`config.mk`:
```
export PLATFORM = sky130hd
export DESIGN_NAME = rc_link_frame_parser_unit
export DESIGN_NICKNAME = d
export VERILOG_FILES = /design/src/sv/rlfp_pkg.sv /design/src/sv/rlfp_ram.sv /design/src/sv/rlfp_ctrl.sv /design/src/sv/rlfp_dp.sv /design/src/sv/rc_link_frame_parser_unit.sv
export SDC_FILE = /design/constraint.sdc
export NUM_CORES = 1
export LEC_CHECK = 0
export BUFFER_PORTS_ARGS = -buffer_cell sky130_fd_sc_hd__buf_4
export CAP_MARGIN = 15
export CORE_UTILIZATION = 30
export CTS_CLUSTER_SIZE = 14
export DETAILED_ROUTE_END_ITERATION = 8
export GPL_TIMING_DRIVEN = 0
export PLACE_DENSITY = 0.45
export SKIP_CTS_REPAIR_TIMING = 1
export SLEW_MARGIN = 20
export SYNTH_ARGS = -nofsm -noshare
export SYNTH_HDL_FRONTEND = slang
export SYNTH_SLANG_ARGS = --single-unit
```
`constraint.sdc`:
```
create_clock -name clk -period 6.6 [get_ports clk]
set_input_delay 0.33 -clock clk [delete_from_list [all_inputs] [get_ports clk]]
set_output_delay 0.33 -clock clk [all_outputs]
set_load 0.1 [all_outputs]
```
`src/sv/rlfp_pkg.sv`:
```
// shared types, register codes and reset values for the rc link frame parser
`timescale 1ns / 1ps

package rlfp_pkg;

  localparam int FRAME_BYTES_DEF  = 64;
  localparam int NUM_CHANNELS_DEF = 16;
  localparam int CHANNEL_BITS_DEF = 11;

  localparam int CFG_IDX_W = 3;
  localparam logic [CFG_IDX_W-1:0] REG_SYNC_BYTE      = 3'd0;
  localparam logic [CFG_IDX_W-1:0] REG_RC_FRAME_TYPE  = 3'd1;
  localparam logic [CFG_IDX_W-1:0] REG_CRC_POLYNOMIAL = 3'd2;
  localparam logic [CFG_IDX_W-1:0] REG_MIN_RC_LENGTH  = 3'd3;

  localparam logic [7:0] SYNC_BYTE_RST      = 8'd200;
  localparam logic [7:0] RC_FRAME_TYPE_RST  = 8'd22;
  localparam logic [7:0] CRC_POLYNOMIAL_RST = 8'd213;
  localparam logic [5:0] MIN_RC_LENGTH_RST  = 6'd24;

  localparam int MIN_LEN_EXCL = 3;
  localparam int FIRST_PAYLOAD = 3;
  localparam int TYPE_POS = 2;

  localparam int PWM_CENTER = 1500;
  localparam int RAW_CENTER = 992;
  localparam int PWM_MIN = 1000;
  localparam int PWM_MAX = 2000;

  typedef enum logic [2:0] {
    S_WAIT,
    S_LEN,
    S_BODY,
    S_READ,
    S_LOAD,
    S_EMIT
  } state_t;

  typedef struct packed {
    logic take_sync;
    logic take_len;
    logic take_body;
    logic abort;
    logic end_frame;
    logic rd_issue;
    logic rd_load;
    logic emit;
  } cmd_t;

  typedef struct packed {
    logic sync_match;
    logic len_ok;
    logic body_done;
    logic pass_now;
    logic frame_ok;
    logic have_enough;
    logic out_free;
    logic last_ch;
  } status_t;

endpackage

```
`src/sv/rlfp_ram.sv`:
```
// generic simple dual port ram with registered read
`timescale 1ns / 1ps

module rlfp_ram #(
  parameter int WIDTH = 8,
  parameter int DEPTH = 64
) (
  input  logic                     clk,
  input  logic                     we,
  input  logic [$clog2(DEPTH)-1:0] waddr,
  input  logic [WIDTH-1:0]         wdata,
  input  logic [$clog2(DEPTH)-1:0] raddr,
  output logic [WIDTH-1:0]         rdata
);

  logic [WIDTH-1:0] mem [DEPTH];

  always_ff @(posedge clk) begin
    if (we) begin
      mem[waddr] <= wdata;
    end
    rdata <= mem[raddr];
  end

endmodule

```
`src/sv/rlfp_ctrl.sv`:
```
// parser and unpack sequencer for the rc link frame parser
`timescale 1ns / 1ps

module rlfp_ctrl import rlfp_pkg::*; (
  input  logic    clk,
  input  logic    rst,
  input  logic    s_tvalid,
  output logic    s_tready,
  input  status_t st,
  output cmd_t    cmd
);

  state_t state, state_next;
  logic   take;

  assign take = s_tvalid && s_tready;

  always_ff @(posedge clk) begin
    if (rst) begin
      state <= S_WAIT;
    end else begin
      state <= state_next;
    end
  end

  always_comb begin
    state_next = state;
    cmd        = '0;
    s_tready   = 1'b0;
    case (state)
      S_WAIT: begin
        s_tready = 1'b1;
        if (take && st.sync_match) begin
          cmd.take_sync = 1'b1;
          state_next    = S_LEN;
        end
      end
      S_LEN: begin
        s_tready = 1'b1;
        if (take) begin
          if (st.len_ok) begin
            cmd.take_len = 1'b1;
            state_next   = S_BODY;
          end else begin
            cmd.abort  = 1'b1;
            state_next = S_WAIT;
          end
        end
      end
      S_BODY: begin
        s_tready = 1'b1;
        if (take) begin
          cmd.take_body = 1'b1;
          if (st.body_done) begin
            cmd.end_frame = 1'b1;
            state_next    = st.pass_now ? S_READ : S_EMIT;
          end
        end
      end
      S_READ: begin
        cmd.rd_issue = 1'b1;
        state_next   = S_LOAD;
      end
      S_LOAD: begin
        cmd.rd_load = 1'b1;
        state_next  = S_EMIT;
      end
      S_EMIT: begin
        if (st.frame_ok && !st.have_enough) begin
          state_next = S_READ;
        end else if (st.out_free) begin
          cmd.emit = 1'b1;
          if (st.last_ch) begin
            state_next = S_WAIT;
          end
        end
      end
      default: begin
        state_next = S_WAIT;
      end
    endcase
  end

`ifndef SYNTHESIS
  a_emit_free: assert property (@(posedge clk) disable iff (rst)
    cmd.emit |-> st.out_free)
    else $error("channel beat loaded while output register busy");

  a_no_rx_in_unpack: assert property (@(posedge clk) disable iff (rst)
    (cmd.rd_issue || cmd.rd_load || cmd.emit) |-> !s_tready)
    else $error("input open during unpack or emit");

  a_end_closes_rx: assert property (@(posedge clk) disable iff (rst)
    cmd.end_frame |=> !s_tready)
    else $error("input reopened right after frame end");
`endif

endmodule

```
`src/sv/rlfp_dp.sv`:
```
// datapath: config registers, frame store, crc, bit unpacker and output register
`timescale 1ns / 1ps

module rlfp_dp import rlfp_pkg::*; #(
  parameter int FRAME_BYTES  = FRAME_BYTES_DEF,
  parameter int NUM_CHANNELS = NUM_CHANNELS_DEF,
  parameter int CHANNEL_BITS = CHANNEL_BITS_DEF
) (
  input  logic                   clk,
  input  logic                   rst,
  input  logic                   cfg_we,
  input  logic [CFG_IDX_W-1:0]   cfg_index,
  input  logic [7:0]             cfg_data,
  input  logic [7:0]             s_tdata,
  input  cmd_t                   cmd,
  output status_t                st,
  output logic                   m_tvalid,
  input  logic                   m_tready,
  output logic [((4+CHANNEL_BITS+11+7)/8)*8-1:0] m_tdata,
  output logic                   m_tuser,
  output logic                   m_tlast
);

  localparam int AW         = $clog2(FRAME_BYTES);
  localparam int CNT_W      = $clog2(FRAME_BYTES + 1);
  localparam int UNPACK_END = FIRST_PAYLOAD + (NUM_CHANNELS * CHANNEL_BITS + 7) / 8;
  localparam int RPTR_MAX   = (FRAME_BYTES > UNPACK_END) ? FRAME_BYTES : UNPACK_END;
  localparam int RPTR_W     = $clog2(RPTR_MAX + 1);
  localparam int ACC_W      = CHANNEL_BITS + 8;
  localparam int HAVE_W     = $clog2(ACC_W + 1);
  localparam int CH_W       = (NUM_CHANNELS > 1) ? $clog2(NUM_CHANNELS) : 1;
  localparam int TDATA_W    = ((4 + CHANNEL_BITS + 11 + 7) / 8) * 8;
  localparam int D_W        = CHANNEL_BITS + 7;

  logic [7:0]              sync_byte;
  logic [7:0]              rc_frame_type;
  logic [7:0]              crc_polynomial;
  logic [5:0]              min_rc_length;

  logic [CNT_W-1:0]        count;
  logic [7:0]              frame_len;
  logic [7:0]              crc;
  logic [7:0]              ftype;
  logic                    frame_ok;
  logic [RPTR_W-1:0]       rptr;
  logic                    rd_beyond;
  logic [ACC_W-1:0]        acc;
  logic [HAVE_W-1:0]       have;
  logic [CH_W-1:0]         ch;
  logic [CHANNEL_BITS-1:0] raw_q [NUM_CHANNELS];

  logic                    ram_we;
  logic [7:0]              ram_rdata;
  logic [7:0]              rd_byte;
  logic [CHANNEL_BITS-1:0] raw_sel;
  logic [10:0]             pwm_sel;

  function automatic logic [7:0] crc8_byte(input logic [7:0] c, input logic [7:0] poly);
    logic [7:0] r;
    r = c;
    for (int b = 0; b < 8; b++) begin
      r = r[7] ? ((r << 1) ^ poly) : (r << 1);
    end
    return r;
  endfunction

  function automatic logic [10:0] map_pwm(input logic [CHANNEL_BITS-1:0] raw);
    logic signed [D_W-1:0] d;
    logic signed [D_W-1:0] p;
    logic signed [D_W-1:0] q;
    logic signed [D_W-1:0] v;
    d = $signed(D_W'(raw)) - $signed(D_W'(RAW_CENTER));
    p = (d <<< 2) + d;
    q = p[D_W-1] ? ((p + $signed(D_W'(7))) >>> 3) : (p >>> 3);
    v = q + $signed(D_W'(PWM_CENTER));
    if (v > $signed(D_W'(PWM_MAX))) begin
      v = $signed(D_W'(PWM_MAX));
    end else if (v < $signed(D_W'(PWM_MIN))) begin
      v = $signed(D_W'(PWM_MIN));
    end
    return v[10:0];
  endfunction

  // configuration registers
  always_ff @(posedge clk) begin
    if (rst) begin
      sync_byte      <= SYNC_BYTE_RST;
      rc_frame_type  <= RC_FRAME_TYPE_RST;
      crc_polynomial <= CRC_POLYNOMIAL_RST;
      min_rc_length  <= MIN_RC_LENGTH_RST;
    end else if (cfg_we) begin
      case (cfg_index)
        REG_SYNC_BYTE:      sync_byte      <= cfg_data;
        REG_RC_FRAME_TYPE:  rc_frame_type  <= cfg_data;
        REG_CRC_POLYNOMIAL: crc_polynomial <= cfg_data;
        REG_MIN_RC_LENGTH:  min_rc_length  <= cfg_data[5:0];
        default: ;
      endcase
    end
  end

  assign ram_we = cmd.take_sync || cmd.take_len || cmd.take_body;

  rlfp_ram #(
    .WIDTH (8),
    .DEPTH (FRAME_BYTES)
  ) u_store (
    .clk   (clk),
    .we    (ram_we),
    .waddr (count[AW-1:0]),
    .wdata (s_tdata),
    .raddr (rptr[AW-1:0]),
    .rdata (ram_rdata)
  );

  assign rd_byte = rd_beyond ? 8'd0 : ram_rdata;

  // frame reception and crc
  always_ff @(posedge clk) begin
    if (rst) begin
      count <= '0;
    end else if (cmd.abort || cmd.end_frame) begin
      count <= '0;
    end else if (ram_we) begin
      count <= count + CNT_W'(1);
    end
  end

  always_ff @(posedge clk) begin
    if (cmd.take_len) begin
      frame_len <= s_tdata;
      crc       <= 8'd0;
    end else if (cmd.take_body && (9'(count) <= {1'b0, frame_len})) begin
      crc <= crc8_byte(crc ^ s_tdata, crc_polynomial);
    end
    if (cmd.take_body && (count == CNT_W'(TYPE_POS))) begin
      ftype <= s_tdata;
    end
  end

  assign st.sync_match = (s_tdata == sync_byte);
  assign st.len_ok     = (s_tdata > 8'(MIN_LEN_EXCL)) &&
                         (9'(s_tdata) <= 9'(FRAME_BYTES - 2));
  assign st.body_done  = (9'(count) == ({1'b0, frame_len} + 9'd1));
  assign st.pass_now   = (crc == s_tdata) && (ftype == rc_frame_type) &&
                         (frame_len >= {2'b00, min_rc_length});
  assign st.frame_ok   = frame_ok;
  assign st.have_enough = (have >= HAVE_W'(CHANNEL_BITS));
  assign st.out_free   = !m_tvalid || m_tready;
  assign st.last_ch    = (ch == CH_W'(NUM_CHANNELS - 1));

  // channel unpacking
  always_ff @(posedge clk) begin
    if (rst) begin
      frame_ok <= 1'b0;
      ch       <= '0;
      have     <= '0;
      rptr     <= '0;
    end else if (cmd.end_frame) begin
      frame_ok <= st.pass_now;
      ch       <= '0;
      have     <= '0;
      rptr     <= RPTR_W'(FIRST_PAYLOAD);
    end else begin
      if (cmd.rd_issue) begin
        rptr <= rptr + RPTR_W'(1);
      end
      if (cmd.rd_load) begin
        have <= have + HAVE_W'(8);
      end
      if (cmd.emit) begin
        ch <= ch + CH_W'(1);
        if (frame_ok) begin
          have <= have - HAVE_W'(CHANNEL_BITS);
        end
      end
    end
  end

  always_ff @(posedge clk) begin
    rd_beyond <= (rptr >= RPTR_W'(FRAME_BYTES));
    if (cmd.end_frame) begin
      acc <= '0;
    end else if (cmd.rd_load) begin
      acc <= acc | (ACC_W'(rd_byte) << have);
    end else if (cmd.emit && frame_ok) begin
      acc <= acc >> CHANNEL_BITS;
    end
  end

  always_ff @(posedge clk) begin
    if (rst) begin
      for (int i = 0; i < NUM_CHANNELS; i++) begin
        raw_q[i] <= '0;
      end
    end else if (cmd.emit && frame_ok) begin
      raw_q[ch] <= acc[CHANNEL_BITS-1:0];
    end
  end

  assign raw_sel = frame_ok ? acc[CHANNEL_BITS-1:0] : raw_q[ch];
  assign pwm_sel = map_pwm(raw_sel);

  // output register
  always_ff @(posedge clk) begin
    if (rst) begin
      m_tvalid <= 1'b0;
    end else if (cmd.emit) begin
      m_tvalid <= 1'b1;
    end else if (m_tready) begin
      m_tvalid <= 1'b0;
    end
  end

  always_ff @(posedge clk) begin
    if (cmd.emit) begin
      m_tdata <= TDATA_W'({pwm_sel, raw_sel, 4'(ch)});
      m_tuser <= frame_ok;
      m_tlast <= st.last_ch;
    end
  end

endmodule

```
`src/sv/rc_link_frame_parser_unit.sv`:
```
// Byte-serial parser for packed rc channel frames.
// The s_ channel takes one received byte per beat. The block hunts for
// the sync byte, takes a length byte (4 up to FRAME_BYTES-2, else it drops
// back to hunting), then collects that many bytes into a frame store while
// running the crc-8 over type and payload as they arrive.
// The input stays ready while a frame is received. At the last byte of a
// frame the input closes and NUM_CHANNELS beats go out on the m_ channel.
// A failed frame repeats the held raw values with tuser low, one beat per
// cycle while m_tready stays high, loading its first beat from the EMIT
// state. A good frame reads its payload one byte at a time (single read
// port, registered read): READ issues each address, LOAD merges the byte
// into the bit buffer, and EMIT loads a beat or goes back to READ when too
// few bits are buffered. tlast marks the final channel.
// A stall on m_tready holds the output register, but the unpacker reads on
// until a beat's bits are buffered; input reopens once the last channel is
// loaded, even while it still waits.
// Reset restores register defaults, zeroes the held channel values and
// returns to sync hunting; the frame store is not cleared.
// Config writes land on cfg_we and are meant for idle periods only.
`timescale 1ns / 1ps

module rc_link_frame_parser_unit import rlfp_pkg::*; #(
  parameter int FRAME_BYTES  = FRAME_BYTES_DEF,
  parameter int NUM_CHANNELS = NUM_CHANNELS_DEF,
  parameter int CHANNEL_BITS = CHANNEL_BITS_DEF
) (
  input  logic                 clk,
  input  logic                 rst,
  input  logic                 cfg_we,
  input  logic [CFG_IDX_W-1:0] cfg_index,
  input  logic [7:0]           cfg_data,
  input  logic                 s_tvalid,
  output logic                 s_tready,
  input  logic [7:0]           s_tdata,   // rx_byte
  output logic                 m_tvalid,
  input  logic                 m_tready,
  // channel_index, raw_value, pwm_value, zero pad
  output logic [((4+CHANNEL_BITS+11+7)/8)*8-1:0] m_tdata,
  output logic                 m_tuser,   // frame_valid
  output logic                 m_tlast
);

  cmd_t    cmd;
  status_t st;

  rlfp_ctrl u_ctrl (
    .clk      (clk),
    .rst      (rst),
    .s_tvalid (s_tvalid),
    .s_tready (s_tready),
    .st       (st),
    .cmd      (cmd)
  );

  rlfp_dp #(
    .FRAME_BYTES  (FRAME_BYTES),
    .NUM_CHANNELS (NUM_CHANNELS),
    .CHANNEL_BITS (CHANNEL_BITS)
  ) u_dp (
    .clk       (clk),
    .rst       (rst),
    .cfg_we    (cfg_we),
    .cfg_index (cfg_index),
    .cfg_data  (cfg_data),
    .s_tdata   (s_tdata),
    .cmd       (cmd),
    .st        (st),
    .m_tvalid  (m_tvalid),
    .m_tready  (m_tready),
    .m_tdata   (m_tdata),
    .m_tuser   (m_tuser),
    .m_tlast   (m_tlast)
  );

endmodule

```
# After elaboration in Yosys (flattened, before gate mapping)
# Memories as Yosys holds them, arrays and structs flattened. A register that Yosys moved wholly into a read port is not among the register bits.
# Cells that the tools add are included.
# W data, S select, Z words.
[totals]
register_bits = 130
mem_bits_rw = 688
input_bits = 24
output_inout_bits = 36
wordCells = 165
memories = 2
[memory_table]
columns = ["name", "words", "width", "rd", "rd_ports_with_merged_regs", "write_ports", "line", "rtl"]
rows = [
  ["u_dp.u_store.mem", 64, 8, 1, 1, 1, "rlfp_ram.sv:16", "logic [WIDTH-1:0] mem [DEPTH];"],
  ["u_dp.raw_q", 16, 11, 1, 1, 16, "rlfp_dp.sv:50", "logic [CHANNEL_BITS-1:0] raw_q [NUM_CHANNELS];"],
]
[classes]
n_addsub = 10
n_lt_le_gt_ge = 8
eq_ne = 20
shifts = 1
muxes = 62
bitwise = 10
n_reduce_logical = 30
[ops]
columns = ["cell", "n"]
rows = [
  ["$mux W8", 9],
  ["$xor A8 B8 Y8", 9],
  ["$mux W19", 2],
  ["$mux W11", 3],
  ["$mux W1", 29],
  ["$eq A8 B8 Y1", 3],
  ["$mux W3", 8],
  ["$or A19 B19 Y19", 1],
  ["$shl A8 B5 Y19", 1],
  ["$add A18 B12 Y18 const B", 1],
  ["$add A18 B18 Y18", 1],
  ["$add A18 B4 Y18 const B", 1],
  ["$gt A18 B12 Y1 const B", 1],
  ["$lt A18 B11 Y1 const B", 1],
  ["$mux W18", 1],
  ["$pmux W3 S6", 1],
  ["$mux W5", 3],
  ["$add A7 B1 Y7 const B", 2],
  ["$eq A3 B2 Y1 const B", 4],
  ["$mux W4", 3],
  ["$sub A11 B10 Y12 const B", 1],
  ["$reduce_or A11 Y1", 1],
  ["$add A8 B1 Y9 const B", 1],
  ["$eq A7 B9 Y1", 1],
  ["other kinds (26)", 53],
]

# Longest topological paths before layout
[logic_depth]
depth_word = 17
ltp_mapped = 26
mapped_depth_nobuf = 19

# Hierarchy
# Synthesis repeated with hierarchy kept, for this count alone.
[hier_totals]
hier_cells = 2567
area_unflattened_um2 = 37760.0
[modules_own_cells]
columns = ["mod", "instances", "cells_per_inst", "area_each_um2", "seq_area_each_um2"]
rows = [
  ["rlfp_ram", 1, 940, 20166.8, 15534.9],
  ["rlfp_dp", 1, 1578, 17226.5, 8348.0],
  ["rlfp_ctrl", 1, 49, 366.6, 60.1],
]

# Worst setup path after synthesis
# Ideal clock, no wire load.
[synth_timing]
kind = "register to register"
from = "register with a tool-made name"
to = "register u_dp.m_tdata[23] (data pin)"
setup_time_ps = 272
arrival_ps = 6691
t_required_ps = 6328
slack_ps = -363
stages_incl_launch_ff = 20
n_path_buf = 3
period_less_slack_ps = 6963
cell_sequence = "dfxtp_1 buf_6 buf_1 clkbuf_1 mux4_2 mux4_2 mux2_2 ha_1 fa_1 a21o_1 a21oi_1 o21ai_0 a211o_1 and4b_1 a311oi_1 nand2_1 a21oi_1 xnor2_1 mux2_4 or4_1"
[synth_rtl]
columns = ["element", "line", "rtl"]
rows = [
  ["end signal: assignment", "rlfp_dp.sv:217", "m_tdata <= TDATA_W'({pwm_sel, raw_sel, 4'(ch)});"],
  ["end: declaration", "rlfp_dp.sv:19", "output logic [((4+CHANNEL_BITS+11+7)/8)*8-1:0] m_tdata,"],
]

==> results.py <==
metrics = {
    "status": {
        "outcome": "complete, no violations",
    },
    "final_layout": {
        "fill_cells": 11700,
        "drive_gt1_share_pct": 18.5,
        "multi_input_area_um2": 12400,
        "layout_commonest_cell": "edfxtp_1",
        "final_cell_mix": "732 x edfxtp_1, 204 x mux4_2, 202 x nor2_1, 169 x and2_1, 129 x clkbuf_1",
        "area.growth.synth_to_final_pct": 16.2,
        "fin_nets": 2687,
        "final_core_util_pct": 35.2,
        "seqCellArea_um2": 23900,
    },
    "worst_setup_path": {
        "critical_path_class": "flip-flop to flip-flop",
        "cp-end-kind": "flip-flop",
        "critical_path_peak_fanout": 10,
        "required_ns": 7.00,
        "crit_arrival_ns": 6.75,
        "rr_worst_depth": 23,
        "rrSetupSlack_ns": 0.25,
        "worstSetupStartpointType": "flip-flop",
    },
    "yosys": {
        "ys_seq_area_share_pct": 64.6,
        "syn_area_um2": 37000,
        "synth_compound_area_share_pct": 4.13,
        "synth_warnings": 0,
        "synth-main-ff-cell": "edfxtp_1",
        "synth-edff-count": 732,
        "async_flop_share_pct": 0,
        "synthCells": 2443,
        "synthXorXnorAreaFrac_pct": 2.88,
        "synth-seq-cells": 830,
        "synth_top_family_by_area": "multiplexers",
        "synthSimpleGateAreaFrac_pct": 10.2,
        "synth.distinct_cells": 79,
        "synth.avg_cell_area_um2": 15.2,
        "synthMuxAreaShare_pct": 14.5,
        "synthAdderAreaFrac_pct": 1.34,
    },
    "sta": {
        "fin_crit_sh_pct": 96.2,
        "layout_setup_ws_ns": 0.248,
        "setup_viol": 0,
        "tightestPinTransition_ns": 1.08,
        "fmaxAchievable_ghz": 0.157,
        "hold_slack_ns": 0.0539,
        "hold_viol_final": 0,
        "maxSlewViolCount": 0,
        "finClkSkew_ns": 0.0372,
        "fin_crit_ns": 6.35,
        "max-slew-margin-rel_pct": 28.0,
    },
    "power": {
        "power.density_nw_per_um2": 273,
        "switching_share_pct": 22.8,
        "seq_power_share_pct": 49.2,
        "clockPowerShare_pct": 43.8,
        "ir_drop_mv": 0.231,
        "pwr-share-comb_pct": 7.0,
        "p_switching_mw": 2.68,
        "p_int_mw": 9.08,
        "leakage_nw": 13.8,
    },
    "floorplanning": {
        "boundaryPins": 60,
        "die_w_um": 353,
        "initial_core_util_pct": 30.3,
        "dieArea_um2": 125000,
        "fp.coreArea_um2": 122000,
        "dieHeight_um": 353,
        "placementRows": 128,
    },
    "grt": {
        "grt_pass1_vias": 21800,
        "grt_pass1_wl_um": 147000,
        "grt_max_degree": 71,
        "antenna_found_initial": 2,
        "overflow": 0,
        "track_usage_pct": 15.9,
    },
    "hold_path": {
        "min_path_cells": 4,
        "hold_path_class": "input pin to flip-flop",
    },
    "placement": {
        "place_congestion": 0.808,
        "port_buffers": 53,
        "dp_slack_ns": -1.14,
        "dp_hpwl_um": 66400,
    },
    "drt": {
        "route.vias.total": 21300,
        "firstDrtPassIters": 6,
        "routed_wl_um": 99300,
        "drc": 0,
        "ant_nets": 0,
        "routedWlPerCell_um": 22.9,
        "detail_route.vias_per_cell": 4.93,
        "drtIter0Drc": 1482,
    },
    "clocking": {
        "cts_buffers": 94,
        "clockBufferDepth": 3,
        "htreeDepth": 3,
        "clk_latency_ns": 0.68,
        "clk_pin_slew_ns": 0.05,
        "clock_sinks": 830,
        "tritoncts": "built",
        "clockRootBuffer": "clkbuf_16",
    },
    "flow_run": {
        "cap_violations": 0,
    },
}
==> per-layer routing <==
layer | track usage [%] | vias to the layer above | routed length (µm)
met5 | 0 | - | 11
met4 | 3.54 | 2 | 1760
met3 | 2.82 | 119 | 4230
met2 | 26.9 | 464 | 49000
met1 | 21.2 | 11000 | 44300
li1 | - | 9711 | -
==> flip-flops by register name, summed over array words and instances (netlist names), 8 cells and up, named ones only <==
name,flops
u_dp.raw_q,176
u_dp.acc,19
u_dp.rc_frame_type,8
u_dp.crc_polynomial,8
u_dp.m_tdata,26
u_dp.ftype,8
u_dp.sync_byte,8
u_dp.u_store.rdata,8
u_dp.u_store.mem,512
u_dp.crc,8
u_dp.frame_len,8
==> cell type report <==
class	instances	share of cell area, %
sequential	830	55.7
inverter	48	0.419
clock inverter	53	1.16
buffer	157	1.80
tap	1625	4.73
timing repair buffer	80	1.47
multi-input combinational	1413	28.8
clock buffer	119	5.93
antenna	1	0.00582
==> logic make-up (layout without fill, tap and decap cells) <==
group | Yosys count | count (layout)
fa+ha+maj | 39 | 39
xor+xnor | 117 | 117
other cells | 1 | 7
buf+inv | 205 | 457
mux | 278 | 278
simple gates | 745 | 745
flops | 830 | 830
compound gates | 228 | 228
==> cells in the mapped netlist (all sizes together) (11+ instances only) <==
master  number  area share, %
a211o       13           0.31
a211oi      19           0.39
a21oi       55           0.74
a22oi       11           0.22
and2       170            2.9
and3        11           0.19
buf         38           0.54
clkbuf     119            1.2
dfxtp       98            5.3
edfxtp     732             59
ha          38            1.3
inv         45           0.46
mux2i       63            1.7
mux4       206             13
nand2      128            1.3
nand2b      20           0.34
nand3       44           0.59
nand3b      11           0.22
nand4       16           0.27
nor2       202            2.0
nor2b       15           0.25
nor3        58           0.81
nor4        15           0.29
o211ai      12           0.24
o21ai       41           0.55
or2         27           0.46
or3         12           0.20
xnor2       76            1.8
xor2        38           0.90
==> per-stage QoR <==
stage / power (mW) / cells / setup TNS (ns) / cell area [µm²]
2_1_floorplan: 6.43 / 2448 / 0 / 37100
3_3_place_gp: 6.68 / 4126 / -7.25 / 39500
3_5_place_dp: 6.70 / 4128 / -7.95 / 39500
4_1_cts: 11.9 / 4300 / -8.04 / 42600
5_1_grt: 12.2 / 4325 / -0.0109 / 43000
6_report: 11.8 / 4326 / 0 / 43000
==> worst paths after layout <==
check,start,endpoint
hold / removal,cfg_index[1],u_dp.sync_byte[7]
hold reg to reg,u_dp.ch[2],u_dp.m_tdata[2]
setup reg to reg,flip-flop,u_dp.m_tdata[23]
setup / recovery,flip-flop,u_dp.m_tdata[23]
==> worst max-delay path, cell delays in order (launching register included) <==
cell     delay, ns
dfxtp_2       0.34
buf_12        0.11
buf_12        0.15
buf_12        0.13
buf_12        0.15
buf_12        0.15
buf_12        0.14
mux4_2        0.33
mux4_2        0.48
mux2_4        0.30
ha_2          0.19
fa_2          0.36
a21o_1        0.20
a21oi_2       0.19
xnor2_2       0.17
nand4_1       0.16
or2_4         0.31
nor4_4        0.42
a311o_1       0.30
mux2i_1       0.26
o31ai_2       0.11
or2_0         0.25
mux2_4        0.31
or4_1         0.54
==> power groups by stage <==
stage	registers [mW]	clock network (mW)	logic, mW
floorplan	5.89	0	0.542
global placement	5.90	0	0.782
detailed placement	5.90	0	0.798
CTS	5.79	5.29	0.801
global route	5.79	5.48	0.900
finish	5.79	5.15	0.825
Power figures use the tool's default switching activity.
